==> config.mk <==
export PLATFORM = sky130hd
export DESIGN_NAME = led_bar_progress_meter_unit
export DESIGN_NICKNAME = d
export VERILOG_FILES = /design/src/rtl/lbpm_pkg.sv /design/src/rtl/led_bar_progress_meter_unit.sv
export SDC_FILE = /design/constraint.sdc
export NUM_CORES = 1
export LEC_CHECK = 0
export BUFFER_PORTS_ARGS = -buffer_cell sky130_fd_sc_hd__buf_2
export CAP_MARGIN = 20
export CORE_MARGIN = 2
export CORE_UTILIZATION = 54
export DETAILED_ROUTE_END_ITERATION = 8
export GPL_TIMING_DRIVEN = 1
export PLACE_DENSITY = 0.78
export SYNTH_ARGS = -nofsm -noshare
export SYNTH_HDL_FRONTEND = slang
export SYNTH_SLANG_ARGS = --single-unit
==> constraint.sdc <==
create_clock -name clk -period 4.2 [get_ports clk]
set_input_delay 0.63 -clock clk [delete_from_list [all_inputs] [get_ports clk]]
set_output_delay 0.63 -clock clk [all_outputs]
set_load 0.05 [all_outputs]
==> src/rtl/lbpm_pkg.sv <==
// Shared types and constants for the LED bar progress meter.
package lbpm_pkg;

    localparam int COUNT_W  = 32;
    localparam int VALUE_W  = 33;
    localparam int CFG_W    = 32;
    localparam int IDX_W    = 2;
    localparam int OUT_LEDS = 8;
    localparam int S_DATA_W = 40;
    localparam int S_USER_W = 3;
    localparam int M_DATA_W = 56;

    typedef enum logic [1:0] {
        FUNC_SET     = 2'd0,
        FUNC_ADD     = 2'd1,
        FUNC_REFRESH = 2'd2
    } func_t;

    typedef enum logic [IDX_W-1:0] {
        REG_TOTAL = 2'd0,
        REG_BLINK = 2'd1,
        REG_ROUND = 2'd2
    } cfg_idx_t;

    typedef enum logic [4:0] {
        S_IDLE  = 5'b00001,
        S_CLAMP = 5'b00010,
        S_LOAD  = 5'b00100,
        S_DIV   = 5'b01000,
        S_FIN   = 5'b10000
    } state_t;

endpackage

==> src/rtl/led_bar_progress_meter_unit.sv <==
// LED bar progress meter: running count, clamp, bit-serial divide and LED pattern.
// An accepted item passes S_CLAMP, S_LOAD, S_DIV and S_FIN before m_tvalid rises, QW = clog2(LED_COUNT+1).
// A new item is taken only in S_IDLE, once the last one has left S_FIN; the restoring divider
// gives one quotient bit per cycle; a finished item waits in S_FIN until the output register is free.
// Reset (rst_n low, asynchronous) clears the count, shown lit count and control state,
// and sets total_count = 0, blink_partial = 0, round_up = 1.
module led_bar_progress_meter_unit
    import lbpm_pkg::*;
#(
    parameter int LED_COUNT = 8
)
(
    input  logic                clk,
    input  logic                rst_n,
    input  logic                cfg_we,
    input  logic [IDX_W-1:0]    cfg_index,
    input  logic [CFG_W-1:0]    cfg_wdata,
    input  logic                s_tvalid,
    output logic                s_tready,
    input  logic [S_DATA_W-1:0] s_tdata,   // [32:0] value, [39:33] zero
    input  logic [S_USER_W-1:0] s_tuser,   // [1:0] func, [2] force_req
    output logic                m_tvalid,
    input  logic                m_tready,
    output logic [M_DATA_W-1:0] m_tdata,   // [3:0] lit_count, [6:4] partial_index,
                                           // [14:7] on_mask, [22:15] blink_mask,
                                           // [54:23] count_now, [55] zero
    output logic                m_tuser    // [0] refreshed
);

    localparam int QW = $clog2(LED_COUNT + 1);
    localparam int PW = COUNT_W + QW;
    localparam int SW = $clog2(QW + 1);

    state_t              state_reg, state_next;
    logic [COUNT_W-1:0]  count_reg, count_next;
    logic [COUNT_W-1:0]  total_reg, total_next;
    logic                blink_partial_reg, blink_partial_next;
    logic                round_up_reg, round_up_next;
    logic [3:0]          shown_reg, shown_next;
    logic                force_reg, force_next;
    logic                m_tvalid_reg, m_tvalid_next;
    logic [COUNT_W-1:0]  clamp_reg, clamp_next;
    logic [COUNT_W-1:0]  rem_reg, rem_next;
    logic [QW-1:0]       quo_reg, quo_next;
    logic [SW-1:0]       step_reg, step_next;
    logic [M_DATA_W-1:0] out_data_reg, out_data_next;
    logic                out_user_reg, out_user_next;

    logic [PW-1:0]       prod;
    logic [COUNT_W:0]    trial;
    logic [COUNT_W:0]    trial_diff;
    logic                qbit;
    logic [QW:0]         quo_shift;
    logic                rnz;
    logic                up;
    logic                went_down;
    logic [QW-1:0]       lit;
    logic [QW-1:0]       partial;
    logic [31:0]         lit_ext;
    logic [31:0]         part_ext;
    logic [OUT_LEDS-1:0] on_mask;
    logic [OUT_LEDS-1:0] blink_mask;
    logic                refreshed;
    func_t               func_in;

    assign s_tready = (state_reg == S_IDLE);
    assign m_tvalid = m_tvalid_reg;
    assign m_tdata  = out_data_reg;
    assign m_tuser  = out_user_reg;
    assign func_in  = func_t'(s_tuser[1:0]);

    assign prod       = PW'(clamp_reg) * PW'(LED_COUNT);
    assign trial      = {rem_reg, quo_reg[QW-1]};
    assign trial_diff = trial - {1'b0, total_reg};
    assign qbit       = (trial >= {1'b0, total_reg});
    assign quo_shift  = {quo_reg, qbit};

    always_comb
    begin
        rnz = (rem_reg != '0);
        if (round_up_reg)
        begin
            up = rnz;
        end
        else
        begin
            up = ({rem_reg, 1'b0} >= {1'b0, total_reg});
        end
        if (total_reg == '0)
        begin
            lit       = QW'(LED_COUNT);
            went_down = 1'b0;
        end
        else
        begin
            lit       = quo_reg + QW'(up);
            went_down = rnz && !up;
        end
        if (went_down)
        begin
            partial = lit;
        end
        else if (lit != '0)
        begin
            partial = lit - QW'(1);
        end
        else
        begin
            partial = '0;
        end
        lit_ext  = 32'(lit);
        part_ext = 32'(partial);
        on_mask    = '0;
        blink_mask = '0;
        for (int i = 0; i < OUT_LEDS; i++)
        begin
            if (i < LED_COUNT)
            begin
                blink_mask[i] = blink_partial_reg && (lit != '0) && (int'(partial) == i);
                on_mask[i]    = (lit != '0) && !blink_mask[i] && (int'(lit) > i);
            end
        end
        if ((lit == '0) && blink_partial_reg)
        begin
            blink_mask[0] = 1'b1;
        end
        refreshed = force_reg || (shown_reg != lit_ext[3:0]);
    end

    always_comb
    begin
        state_next         = state_reg;
        count_next         = count_reg;
        total_next         = total_reg;
        blink_partial_next = blink_partial_reg;
        round_up_next      = round_up_reg;
        shown_next         = shown_reg;
        force_next         = force_reg;
        m_tvalid_next      = m_tvalid_reg;
        clamp_next         = clamp_reg;
        rem_next           = rem_reg;
        quo_next           = quo_reg;
        step_next          = step_reg;
        out_data_next      = out_data_reg;
        out_user_next      = out_user_reg;

        if (cfg_we)
        begin
            unique case (cfg_idx_t'(cfg_index))
                REG_TOTAL: total_next         = cfg_wdata[COUNT_W-1:0];
                REG_BLINK: blink_partial_next = cfg_wdata[0];
                REG_ROUND: round_up_next      = cfg_wdata[0];
                default: ;
            endcase
        end

        if (m_tvalid_reg && m_tready)
        begin
            m_tvalid_next = 1'b0;
        end

        unique case (state_reg)
            S_IDLE:
            begin
                if (s_tvalid)
                begin
                    force_next = s_tuser[2];
                    state_next = S_CLAMP;
                    unique case (func_in)
                        FUNC_SET:
                        begin
                            count_next = s_tdata[VALUE_W-1] ? '0 : s_tdata[COUNT_W-1:0];
                        end
                        FUNC_ADD:
                        begin
                            count_next = count_reg + s_tdata[COUNT_W-1:0];
                        end
                        default: ;
                    endcase
                end
            end
            S_CLAMP:
            begin
                clamp_next = (count_reg < total_reg) ? count_reg : total_reg;
                state_next = S_LOAD;
            end
            S_LOAD:
            begin
                rem_next   = prod[PW-1:QW];
                quo_next   = prod[QW-1:0];
                step_next  = SW'(QW);
                state_next = S_DIV;
            end
            S_DIV:
            begin
                rem_next  = qbit ? trial_diff[COUNT_W-1:0] : trial[COUNT_W-1:0];
                quo_next  = quo_shift[QW-1:0];
                step_next = step_reg - SW'(1);
                if (step_reg == SW'(1))
                begin
                    state_next = S_FIN;
                end
            end
            S_FIN:
            begin
                if (!m_tvalid_reg || m_tready)
                begin
                    out_data_next = {1'b0, count_reg, blink_mask, on_mask,
                                     part_ext[2:0], lit_ext[3:0]};
                    out_user_next = refreshed;
                    m_tvalid_next = 1'b1;
                    if (refreshed)
                    begin
                        shown_next = lit_ext[3:0];
                    end
                    state_next = S_IDLE;
                end
            end
            default: state_next = S_IDLE;
        endcase
    end

    always_ff @(posedge clk or negedge rst_n)
    begin
        if (!rst_n)
        begin
            state_reg         <= S_IDLE;
            count_reg         <= '0;
            total_reg         <= '0;
            blink_partial_reg <= 1'b0;
            round_up_reg      <= 1'b1;
            shown_reg         <= '0;
            m_tvalid_reg      <= 1'b0;
            step_reg          <= '0;
        end
        else
        begin
            state_reg         <= state_next;
            count_reg         <= count_next;
            total_reg         <= total_next;
            blink_partial_reg <= blink_partial_next;
            round_up_reg      <= round_up_next;
            shown_reg         <= shown_next;
            m_tvalid_reg      <= m_tvalid_next;
            step_reg          <= step_next;
        end
    end

    always_ff @(posedge clk)
    begin
        force_reg    <= force_next;
        clamp_reg    <= clamp_next;
        rem_reg      <= rem_next;
        quo_reg      <= quo_next;
        out_data_reg <= out_data_next;
        out_user_reg <= out_user_next;
    end

    a_accept_starts: assert property (@(posedge clk) disable iff (!rst_n)
        (s_tvalid && s_tready) |=> (state_reg == S_CLAMP))
        else $error("accepted item did not start processing");

    a_blink_onehot: assert property (@(posedge clk) disable iff (!rst_n)
        m_tvalid_reg |-> $onehot0(out_data_reg[22:15]))
        else $error("blink mask has more than one bit set");

    a_masks_disjoint: assert property (@(posedge clk) disable iff (!rst_n)
        m_tvalid_reg |-> ((out_data_reg[14:7] & out_data_reg[22:15]) == '0))
        else $error("LED both steady and blinking");

    a_div_steps: assert property (@(posedge clk) disable iff (!rst_n)
        (state_reg == S_DIV) |-> (step_reg != '0))
        else $error("divider step counter underflow");

endmodule

=== Word-level counts from Yosys, hierarchy flattened ===
Cells that the tools add are included.

* Register bits: 204
* Latch bits: 0
* Bits in writable memories: 0
* Memory bits (read-only): 0
* Input bits: 82
* Word-level logic and storage cells: 127
* Memories: 0

* Add/subtract/negate cells: 5
* $mul: 0
* Div/mod/pow operators: 0
* Order comparisons: 11
* Equal/unequal tests: 20
* Shifts and indexed selects: 0
* Multiplexer cells: 19
* Bitwise operators: 0
* Reductions and logical operators: 57

{| class="wikitable"
|+ Operators with widths
! cell !! count
|-
| $pmux 32 s2 || 2
|-
| $mux 32 || 3
|-
| $ge 33x32->1 || 2
|-
| $add 32x32->32 || 1
|-
| $logic_not 32->1 || 1
|-
| $lt 32x32->1 || 1
|-
| $reduce_bool 32->1 || 1
|-
| $sub 32x32->32 || 1
|-
| $logic_and 1x1->1 || 28
|-
| $pmux 5 s5 || 1
|-
| $eq 4x4->1 const B || 4
|-
| $gt 4x3->1 const B || 4
|-
| $mux 5 || 3
|-
| $mux 4 || 3
|-
| $logic_not 1->1 || 10
|-
| $reduce_and 2->1 || 5
|-
| $reduce_and 3->1 || 3
|-
| $eq 4x3->1 const B || 2
|-
| $gt 4x1->1 const B || 2
|-
| $gt 4x2->1 const B || 2
|-
| $logic_not 4->1 || 2
|-
| $pmux 4 s2 || 1
|-
| $ne 2x2->1 const B || 3
|-
| $pmux 3 s2 || 1
|-
| 18 further kinds || 26
|}

=== Logic depth before layout (Yosys ltp) ===
Gate-level depths: netlist of the first run.

* Word-level depth: 12
* Gate-level depth with buffers: 20
* Gate-level depth less buffers: 19

=== Worst setup path before layout of the first run ===
No wires, ideal clock.

* Kind: register to register
* Start: register state_reg[0]
* End: register shown_reg[1]
* Arrival: 4.233 ns
* Required time: 4.075 ns
* Setup slack: -0.158 ns
* Cell stages (with the launch flop): 7
* Buffers on the path: 1
* Period minus slack after synthesis: 4.358 ns
* Cell sequence: dfstp_2 -> clkbuf_1 -> nor3_1 -> nand3b_1 -> nor2b_1 -> nand2_1 -> mux2_2

* Cells in the longest elaborated chain, start to end: 2

{| class="wikitable"
|+ RTL lines
! item !! line !! text
|-
| start, declared || led_bar_progress_meter_unit.sv:34 || <nowiki>state_t state_reg, state_next;</nowiki>
|-
| start signal, assigned || led_bar_progress_meter_unit.sv:238 || <nowiki>state_reg <= state_next;</nowiki>
|-
| $eq 5x5->1 || led_bar_progress_meter_unit.sv:162 || <nowiki>unique case (state_reg)</nowiki>
|-
| $reduce_and 3->1 (no line) || - ||
|-
| end signal, assigned || led_bar_progress_meter_unit.sv:243 || <nowiki>shown_reg <= shown_next;</nowiki>
|-
| end, declared || led_bar_progress_meter_unit.sv:39 || <nowiki>logic [3:0] shown_reg, shown_next;</nowiki>
|}

No other way between the ends.
A chain may end at the register's enable or synchronous reset.

=== Worst setup path in the final report of the first run ===
* Start: register total_reg[3]
* End: register shown_reg[1]

* Cells in the longest elaborated chain, start to end: 7

{| class="wikitable"
|+ RTL lines
! item !! line !! text
|-
| start, declared || led_bar_progress_meter_unit.sv:36 || <nowiki>logic [COUNT_W-1:0] total_reg, total_next;</nowiki>
|-
| start signal, assigned || led_bar_progress_meter_unit.sv:240 || <nowiki>total_reg <= total_next;</nowiki>
|-
| $ge 33x32->1 || led_bar_progress_meter_unit.sv:87 || <nowiki>up = ({rem_reg, 1'b0} >= {1'b0, total_reg});</nowiki>
|-
| $mux 1 || led_bar_progress_meter_unit.sv:81 || <nowiki>if (round_up_reg)</nowiki>
|-
| $add 4x1->4 || led_bar_progress_meter_unit.sv:96 || <nowiki>lit = quo_reg + QW'(up);</nowiki>
|-
| $mux 4 (*) || led_bar_progress_meter_unit.sv:89 || <nowiki>if (total_reg == '0)</nowiki>
|-
| $ne 4x4->1 (*) || led_bar_progress_meter_unit.sv:127 || <nowiki>refreshed = force_reg || (shown_reg != lit_ext[3:0]);</nowiki>
|-
| $logic_or 1x1->1 (*) || led_bar_progress_meter_unit.sv:127 ||
|-
| net refreshed || led_bar_progress_meter_unit.sv:63 || <nowiki>logic refreshed;</nowiki>
|-
| $reduce_and 3->1 (no line) (*) || - ||
|}

The timed path passes the listed nets; every way through them passes the cells marked *.

==> flow_summary.json, run 1 <==
{
  "setup_ws_ns": 0.187,
  "die_x_um": 159,
  "synth-seq-cells": 204,
  "routabilityCongestion": 0.953,
  "clkTransAtPathRegs_ns": 0.06,
  "reg2reg_slack_ns": 0.19,
  "cp-startpoint": "total_reg[3]",
  "hold_path.class": "in2async",
  "final_cell_mix": "nand2_1, buf_2, edfxtp_1",
  "status": "finished, final reports clean",
  "dr.pass1.iters": 6,
  "dieArea_mm2": 0.0251,
  "grt_start_max_net_pins": 59,
  "p_leak_nw": 6.89,
  "synth_area_leaders": "edfxtp_1, dfrtp_1, ha_1",
  "drc_errors": 0,
  "antenna_cells": 0,
  "drv_cap": 0,
  "ioPinCount": 141,
  "synth_nets": 1490,
  "yosysWarnings": 0,
  "via_per_inst": 5.87,
  "dp_slack_ns": -0.0363,
  "synth-async-reset-ratio": 0.387,
  "cts_hold_buf": 0,
  "whs_ns": 0.193,
  "drv_slew": 0,
  "r2r_end": "shown_reg[1]",
  "max_clock_freq_mhz": 249,
  "initial_utilization": 0.550,
  "routed_wl_mm": 33.8,
  "grt_pass1_vias": 10300,
  "fp.dieH_um": 159,
  "grt_use_total": 0.265,
  "areaGrowthSynthToFinish_pct": 21.4,
  "numPortBuffers": 132,
  "worstPathMaxFanout": 5,
  "core_mm2": 0.0235,
  "setup_viol": 0,
  "finalHoldViolations": 0,
  "vias": 10900,
  "avgSynthCellArea_um2": 9.86,
  "r2r-start": "total_reg[3]",
  "crit_type": "reg2reg",
  "power_density_mw_per_mm2": 643,
  "synth_top_area_frac": 0.291,
  "syn_inst": 1308,
  "clock-sinks": 204,
  "layout-drive-gt1-share": 0.241,
  "ant_nets": 0,
  "synthFlopType": "edfxtp_1",
  "synth_area_mm2": 0.0129,
  "grt_pass1_wl_mm": 52.7,
  "cts_tree": "built",
  "required_ns": 4.61,
  "worst_ep_arrival_time_ns": 4.42,
  "htree_levels": 1,
  "fin_skew_ns": 0.0200,
  "synth_cell_type_count": 83,
  "end_kind": "flip-flop",
  "grt_overflow": 0,
  "start_kind": "flip-flop",
  "grt_antenna_before_repair": 0,
  "worst_r2r_path_depth": 17,
  "rows": 56,
  "cts_root_buf": "clkbuf_16",
  "drtIter0Drc": 768,
  "relSlewSlack": 0.251,
  "peakVddDrop_mv": 0.451,
  "layout_commonest_cell": "nand2_1",
  "fin_crit_ns": 4.01,
  "ys_seq_area_frac": 0.444,
  "finalNetCount": 1707,
  "worst_pin_slew_ns": 1.12,
  "clock_latency_ns": 0.54,
  "power_mw": 10.1,
  "numCtsBuffers": 23,
  "dp_hpwl_mm": 25.0,
  "largest_register_ffs": 55,
  "clockBufferDepth": 3,
  "fin_crit_sh": 0.956,
  "yosysTopAreaCell": "edfxtp_1",
  "fin_util": 0.667,
  "synth-edff-count": 125,
  "avgRoutedWirePerCell_um": 18.2
}
area by class of cell:
class | instances | area, um^2
multi-input combinational | 996 | 6960
inverter | 61 | 229
fill | 1823 | 7810
tap | 319 | 399
sequential | 204 | 5730
clock buffer | 28 | 614
clock inverter | 14 | 196
timing repair buffer | 239 | 1520
power by group:
group / internal, mW / switching (mW)
clock: 1.30 / 0.848
combinational: 2.18 / 2.59
sequential: 2.72 / 0.435
worst max-delay path: stages, from the launching register on:
cell and delay [ns]:
dfrtp_1 0.37, inv_1 0.11, ha_1 0.26, a21oi_2 0.17, o21ai_0 0.13, and3_1 0.21
o311a_2 0.40, or2_2 0.32, nor3_2 0.10, a21oi_1 0.07, ha_2 0.21, ha_4 0.24
nor2_1 0.11, nor2_1 0.05, o32a_1 0.30, or4_4 0.42, nand2_2 0.08, mux2_2 0.32
routing by layer:
layer,GRT usage,vias to the layer above,part of all wire
met5,0,-,0
met4,0.0819,0,0.028
li1,-,5301,-
met3,0.0357,60,0.060
met1,0.358,5152,0.44
met2,0.447,403,0.47
stage by stage:
step | area, um^2 | cells | setup TNS (ns)
final | 15700 | 1861 | 0
after global routing | 15700 | 1861 | -0.000105
after CTS | 15400 | 1853 | 0
after detailed placement | 14600 | 1811 | -0.0363
after global placement | 14600 | 1811 | 0
after floorplan | 12900 | 1308 | 0
cells by family after synthesis:
logic type | share of synthesized area
adders and majority gates | 0.0982
buffers and inverters | 0.0348
other | 0.000291
DFF | 0.444
and+or+nand+nor | 0.151
AOI/OAI and AO/OA | 0.190
muxes | 0.0468
xor gates and xnor gates | 0.0346
Yosys cell counts, types with 4 or more instances:
cell and n:
nand2_1 136, edfxtp_1 125, o21ai_0 119, a21oi_1 115, ha_1 98, nor2_1 95, dfrtp_1 77, inv_1 61
a21o_1 39, xnor2_1 33, clkbuf_1 29, mux2_4 28, and3_1 24, nand3_1 22, nor3_1 22, nor4_1 20
a31oi_1 19, nand4_1 18, xor2_1 18, nor2b_1 14, nand2b_1 13, o21a_1 12, a211oi_1 10, buf_2 10
mux2_2 10, o31ai_1 8, or3_1 8, mux2i_1 7, a221oi_1 6, and2_1 6, o211ai_1 6, o211a_1 5
o22ai_1 5, a22oi_1 4, a32oi_1 4, o21bai_1 4, or2_2 4
worst max-delay path by stage:
stage          cells after the start            to  slack (ns)
3_3_place_gp                      17  shown_reg[1]        0.03
5_1_grt                           17  shown_reg[1]     -0.0001
2_1_floorplan                      2  clamp_reg[0]        0.02
3_5_place_dp                      17  shown_reg[1]       -0.04
6_report                          17  shown_reg[1]        0.19
4_1_cts                           18  shown_reg[1]       0.006
timing repair:
action                     4_1_cts  5_1_grt
buffers inserted                 0        7
cloned                           0        0
pin swaps                        1        4
setup endpoints to repair        2       14
resized for setup                4       27
Note: power is estimated with default switching activity, not from simulation.
==> inputs of run 2 (changes only) <==
--- a/config.mk
+++ b/config.mk
@@ -11,7 +11,7 @@
 export CORE_UTILIZATION = 54
 export DETAILED_ROUTE_END_ITERATION = 8
 export GPL_TIMING_DRIVEN = 1
-export PLACE_DENSITY = 0.78
+export PLACE_DENSITY = 0.75
 export SYNTH_ARGS = -nofsm -noshare
 export SYNTH_HDL_FRONTEND = slang
 export SYNTH_SLANG_ARGS = --single-unit
==> constraint.sdc (replaced) <==
create_clock -name clk -period 5.1 [get_ports clk]
set_input_delay 0.765 -clock clk [delete_from_list [all_inputs] [get_ports clk]]
set_output_delay 0.765 -clock clk [all_outputs]
set_load 0.05 [all_outputs]
==> run 2 against run 1 <==
  * Design area down 5.9%
  * Clock power down 16%
  * Worst setup slack better by 0.25 ns
  * Critical path depth up 1
  * Global-route usage down 0.45 points
  * Clock skew down 0.0086 ns
  * Sequential cell count unchanged
  * Utilization down 3.9 points
  * Fmax down 14%
==> flow_summary.json, run 2 (synthesized netlist as in run 1, its figures left out) <==
{
  "status": "finished, final reports clean",
  "finalHoldViolations": 0,
  "hold_path.class": "in2async",
  "setup_viol": 0,
  "worst_r2r_path_depth": 18,
  "via_per_inst": 5.97,
  "fin_crit_sh": 0.915,
  "power_density_mw_per_mm2": 540,
  "drtIter0Drc": 764,
  "p_int_mw": 4.92,
  "finalNetCount": 1616,
  "r2r-start": "total_reg[10]",
  "numCtsBuffers": 24,
  "drv_slew": 0,
  "die_x_um": 159,
  "cts_hold_buf": 0,
  "clock_latency_ns": 0.52,
  "crit_slowest_cell": "o311a_2",
  "fin_crit_ns": 4.67,
  "final_cell_mix": "nand2_1, buf_2, edfxtp_1",
  "worstPathMaxFanout": 10,
  "cts_root_buf": "clkbuf_16",
  "areaGrowthSynthToFinish_pct": 14.2,
  "clock-sinks": 204,
  "numPortBuffers": 132,
  "crit_type": "reg2reg",
  "clockBufferDepth": 3,
  "reg2reg_slack_ns": 0.43,
  "dr.pass1.iters": 7,
  "grt_antenna_before_repair": 0,
  "cp-startpoint": "total_reg[10]",
  "vias": 10600,
  "r2r_end": "shown_reg[1]",
  "layout_commonest_cell": "nand2_1",
  "cts_setup_buffers": 0,
  "grt_overflow": 0,
  "grt_pass1_vias": 9975,
  "routed_wl_mm": 32.6,
  "start_kind": "flip-flop",
  "core_mm2": 0.0235,
  "dieArea_mm2": 0.0251,
  "seq_power_share": 0.330,
  "htree_levels": 1,
  "p_comb_frac": 0.444,
  "drc_errors": 0,
  "max_clock_freq_mhz": 214,
  "cts-resized-gates": 0,
  "worstPathCellList": "inv_1, ha_1, a21oi_1, o21a_1, o221ai_1, o311a_2, or2_2, nor3_1, a21oi_1, ha_1, nand3_1, xnor2_1, xnor2_1, a32oi_1, o32a_1, or4_1, nand2_1, mux2_2",
  "avgRoutedWirePerCell_um": 18.4,
  "dp_hpwl_mm": 24.4,
  "antenna_cells": 0,
  "p_leak_nw": 6.42,
  "worst_ep_arrival_time_ns": 5.06,
  "net-switching-power_mw": 3.05,
  "fillers": 1950,
  "layout-drive-gt1-share": 0.170,
  "fp.dieH_um": 159,
  "routabilityCongestion": 0.922,
  "drv_cap": 0,
  "largest_register_ffs": 55,
  "rows": 56,
  "fin_skew_ns": 0.0114,
  "initial_utilization": 0.550,
  "clkTransAtPathRegs_ns": 0.06,
  "grt_pass1_wl_mm": 51.6,
  "swShare": 0.383,
  "ioPinCount": 141,
  "rsz0062_at_grt": "no",
  "peakVddDrop_mv": 0.363,
  "crit_end": "shown_reg[1]",
  "required_ns": 5.50,
  "grt_start_max_net_pins": 64,
  "grt_use_total": 0.261,
  "fin_util": 0.628,
  "tns_ns": 0,
  "p_clk_frac": 0.227,
  "cpPeakStageDelay_ns": 0.44,
  "worst_pin_slew_ns": 0.996,
  "end_kind": "flip-flop",
  "relSlewSlack": 0.336,
  "cts_tree": "built",
  "ant_nets": 0
}
[run 2: cell count changes in the layout (fill, tap and decap cells not counted), sizes merged]
cell | previous run | this run
buf | 239 | 147
inv | 64 | 62
clkbuf | 28 | 32
clkinv | 7 | 5
[run 2: worst min-delay path by stage]
stage / endpoint / startpoint / cells past startpoint
floorplan: blink_partial_reg / rst_n / 0
global placement: step_reg[0] / step_reg[0] / 1
detailed placement: quo_reg[3] / clamp_reg[0] / 2
CTS: total_reg[3] / rst_n / 1
global route: m_tvalid / rst_n / 1
finish: total_reg[2] / rst_n / 1
[run 2: critical path, delay by kind of cell (launching register included)]
kind | cells | cell delay, ns
flip-flops | 1 | 0.40
AND/OR/NAND/NOR | 5 | 1.21
adder cells (fa/ha/maj) | 2 | 0.58
multiplexers | 1 | 0.34
AO/OA/AOI/OAI | 7 | 1.37
XOR/XNOR | 2 | 0.53
buffers and inverters | 1 | 0.12
[run 2: final cells by class]
cell class,count,area [um^2],area share
Multi-Input combinational cell,996,6750,0.458
Sequential cell,204,5730,0.389
Timing Repair Buffer,147,788,0.0535
Clock buffer,32,682,0.0463
Tap cell,319,399,0.0271
Inverter,61,229,0.0155
Clock inverter,10,151,0.0103
[run 2: per-stage QoR]
step	setup WS [ns]	hold WS, ns	total power [mW]	instances	cell area [um^2]
6_report	0.435	0.133	7.96	1769	14700
5_1_grt	0.0404	0.150	8.50	1769	14700
4_1_cts	0.454	0.137	7.95	1768	14700
3_5_place_dp	0.463	0.509	6.11	1726	13900
3_3_place_gp	0.547	0.495	6.00	1726	13900
2_1_floorplan	0.719	0.467	5.29	1308	12900
[run 2: metal layers]
metal,GRT usage,up-vias,part of all wire
li1,-,5125,-
met1,0.357,5012,0.44
met2,0.434,357,0.47
met3,0.0354,63,0.062
met4,0.0759,0,0.028
met5,0,-,0
[run 2: power groups by stage]
stage               Combinational (mW)  Sequential [mW]  Clock, mW
floorplan                         2.77             2.52          0
global placement                  3.37             2.63          0
detailed placement                3.47             2.64          0
CTS                               3.51             2.62       1.83
global route                      3.93             2.67       1.90
finish                            3.53             2.63       1.80
==> inputs of run 3 (changes only) <==
--- a/config.mk
+++ b/config.mk
@@ -11,7 +11,9 @@
 export CORE_UTILIZATION = 54
 export DETAILED_ROUTE_END_ITERATION = 8
 export GPL_TIMING_DRIVEN = 1
+export MAX_ROUTING_LAYER = met4
 export PLACE_DENSITY = 0.75
+export SKIP_LAST_GASP = 1
 export SYNTH_ARGS = -nofsm -noshare
 export SYNTH_HDL_FRONTEND = slang
 export SYNTH_SLANG_ARGS = --single-unit
==> run 3 against run 2 <==
  * Utilization shrank 0.48 points
  * Highest routed layer unchanged
  * Critical path type unchanged
  * Final cell count is essentially flat
  * Clock power shrank 9%
==> flow_summary.json, run 3 (synthesized netlist as in run 1, its figures left out) <==
{
  "numCtsBuffers": 23,
  "cts-resized-gates": 0,
  "worstPathCellList": "inv_1, ha_1, a21oi_1, o21a_1, o221ai_1, o311a_2, or2_2, nor3_1, a21oi_1, ha_1, nand3_1, xnor2_1, xnor2_1, a32oi_1, o32a_1, or4_1, nand2_1, mux2_2",
  "fin_crit_sh": 0.924,
  "use_met2": 0.445,
  "rows": 56,
  "clockBufferDepth": 3,
  "layout_commonest_cell": "nand2_1",
  "vias": 10500,
  "htree_levels": 1,
  "setup_viol": 0,
  "r2r_end": "shown_reg[1]",
  "cts_root_buf": "clkbuf_16",
  "die_x_um": 159,
  "grt_pass1_wl_mm": 51.8,
  "relSlewSlack": 0.313,
  "grt_overflow": 0,
  "hold_path.class": "in2async",
  "finalNetCount": 1615,
  "cpPeakStageDelay_ns": 0.45,
  "numPortBuffers": 132,
  "routed_wl_mm": 32.9,
  "largest_register_ffs": 55,
  "core_mm2": 0.0235,
  "routabilityCongestion": 0.941,
  "final_area_mm2": 0.0146,
  "final_cell_mix": "nand2_1, buf_2, edfxtp_1",
  "dieArea_mm2": 0.0251,
  "worst_r2r_path_depth": 18,
  "grt_start_max_net_pins": 64,
  "status": "finished, final reports clean",
  "initial_utilization": 0.550,
  "use_met1": 0.356,
  "busiest_layer": "met2",
  "dpl-instance-area_mm2": 0.0139,
  "crit_slowest_cell": "o311a_2",
  "fin_skew_ns": 0.0189,
  "dr.pass1.iters": 5,
  "peakVddDrop_mv": 0.350,
  "clock-sinks": 204,
  "clkTransAtPathRegs_ns": 0.06,
  "worst_ep_arrival_time_ns": 5.11,
  "worstPathMaxFanout": 10,
  "drtIter0Drc": 739,
  "drv_cap": 0,
  "cts_setup_buffers": 0,
  "cts_hold_buf": 0,
  "start_kind": "flip-flop",
  "worst_path_dominant_cell_family": "compound AO/OA/AOI/OAI gates",
  "crit_type": "reg2reg",
  "avgRoutedWirePerCell_um": 18.6,
  "fillers": 1955,
  "path_buf_inv": 1,
  "clock_latency_ns": 0.52,
  "end_kind": "flip-flop",
  "tns_ns": 0,
  "grt_antenna_before_repair": 0,
  "worst_pin_slew_ns": 1.03,
  "fin_crit_ns": 4.71,
  "power_density_mw_per_mm2": 532,
  "max_clock_freq_mhz": 212,
  "dp_hpwl_mm": 24.2,
  "power_mw": 7.78,
  "antenna_cells": 0,
  "reg2reg_slack_ns": 0.39,
  "layout-drive-gt1-share": 0.170,
  "finalHoldViolations": 0,
  "ant_nets": 0,
  "cts_tree": "built",
  "grt_use_total": 0.270,
  "grt_pass1_vias": 10100,
  "ioPinCount": 141,
  "areaGrowthSynthToFinish_pct": 13.4,
  "use_met3": 0.0261,
  "rsz0062_at_grt": "no",
  "drv_slew": 0,
  "required_ns": 5.50,
  "fp.dieH_um": 159,
  "r2r-start": "total_reg[10]",
  "via_per_inst": 5.93,
  "drc_errors": 0,
  "p_leak_nw": 6.36
}
==> run 3: worst max-delay path by stage <==
stage,startpoint,to,slack (ns),depth (start not counted)
3_3_place_gp,total_reg[12],shown_reg[1],0.55,18
6_report,total_reg[10],shown_reg[1],0.39,18
3_5_place_dp,total_reg[12],shown_reg[1],0.42,18
2_1_floorplan,m_tready,shown_reg[1],0.72,4
4_1_cts,total_reg[12],shown_reg[1],0.41,18
5_1_grt,total_reg[20],shown_reg[1],0.07,18
==> run 3: layout make-up <==
cell class              instances  area (um^2)  area share
repair buffers                147          776      0.0531
inverters                      61          229      0.0157
clock inverters                13          126     0.00864
flip-flops and latches        204         5730       0.392
multi-input cells             996         6760       0.462
clock buffers                  28          604      0.0413
well taps                     319          399      0.0273
==> run 3: per-layer routing <==
metal	part of all wire	wire, um
met1	0.45	14700
met2	0.48	15700
met3	0.048	1590
met4	0.028	920
met5	0	0
==> run 3: where the power goes <==
part | switching, mW | internal [mW]
logic | 1.99 | 1.53
registers | 0.381 | 2.24
clock network | 0.687 | 0.946
==> run 3: stage by stage <==
step                      hold slack [ns]  setup slack [ns]  instances   util
final                               0.157             0.385       1768  0.623
after CTS                           0.151             0.413       1768  0.623
after global routing                0.163            0.0727       1768  0.623
after global placement              0.493             0.547       1727  0.592
after floorplan                     0.467             0.719       1308      -
after detailed placement            0.503             0.420       1727  0.592
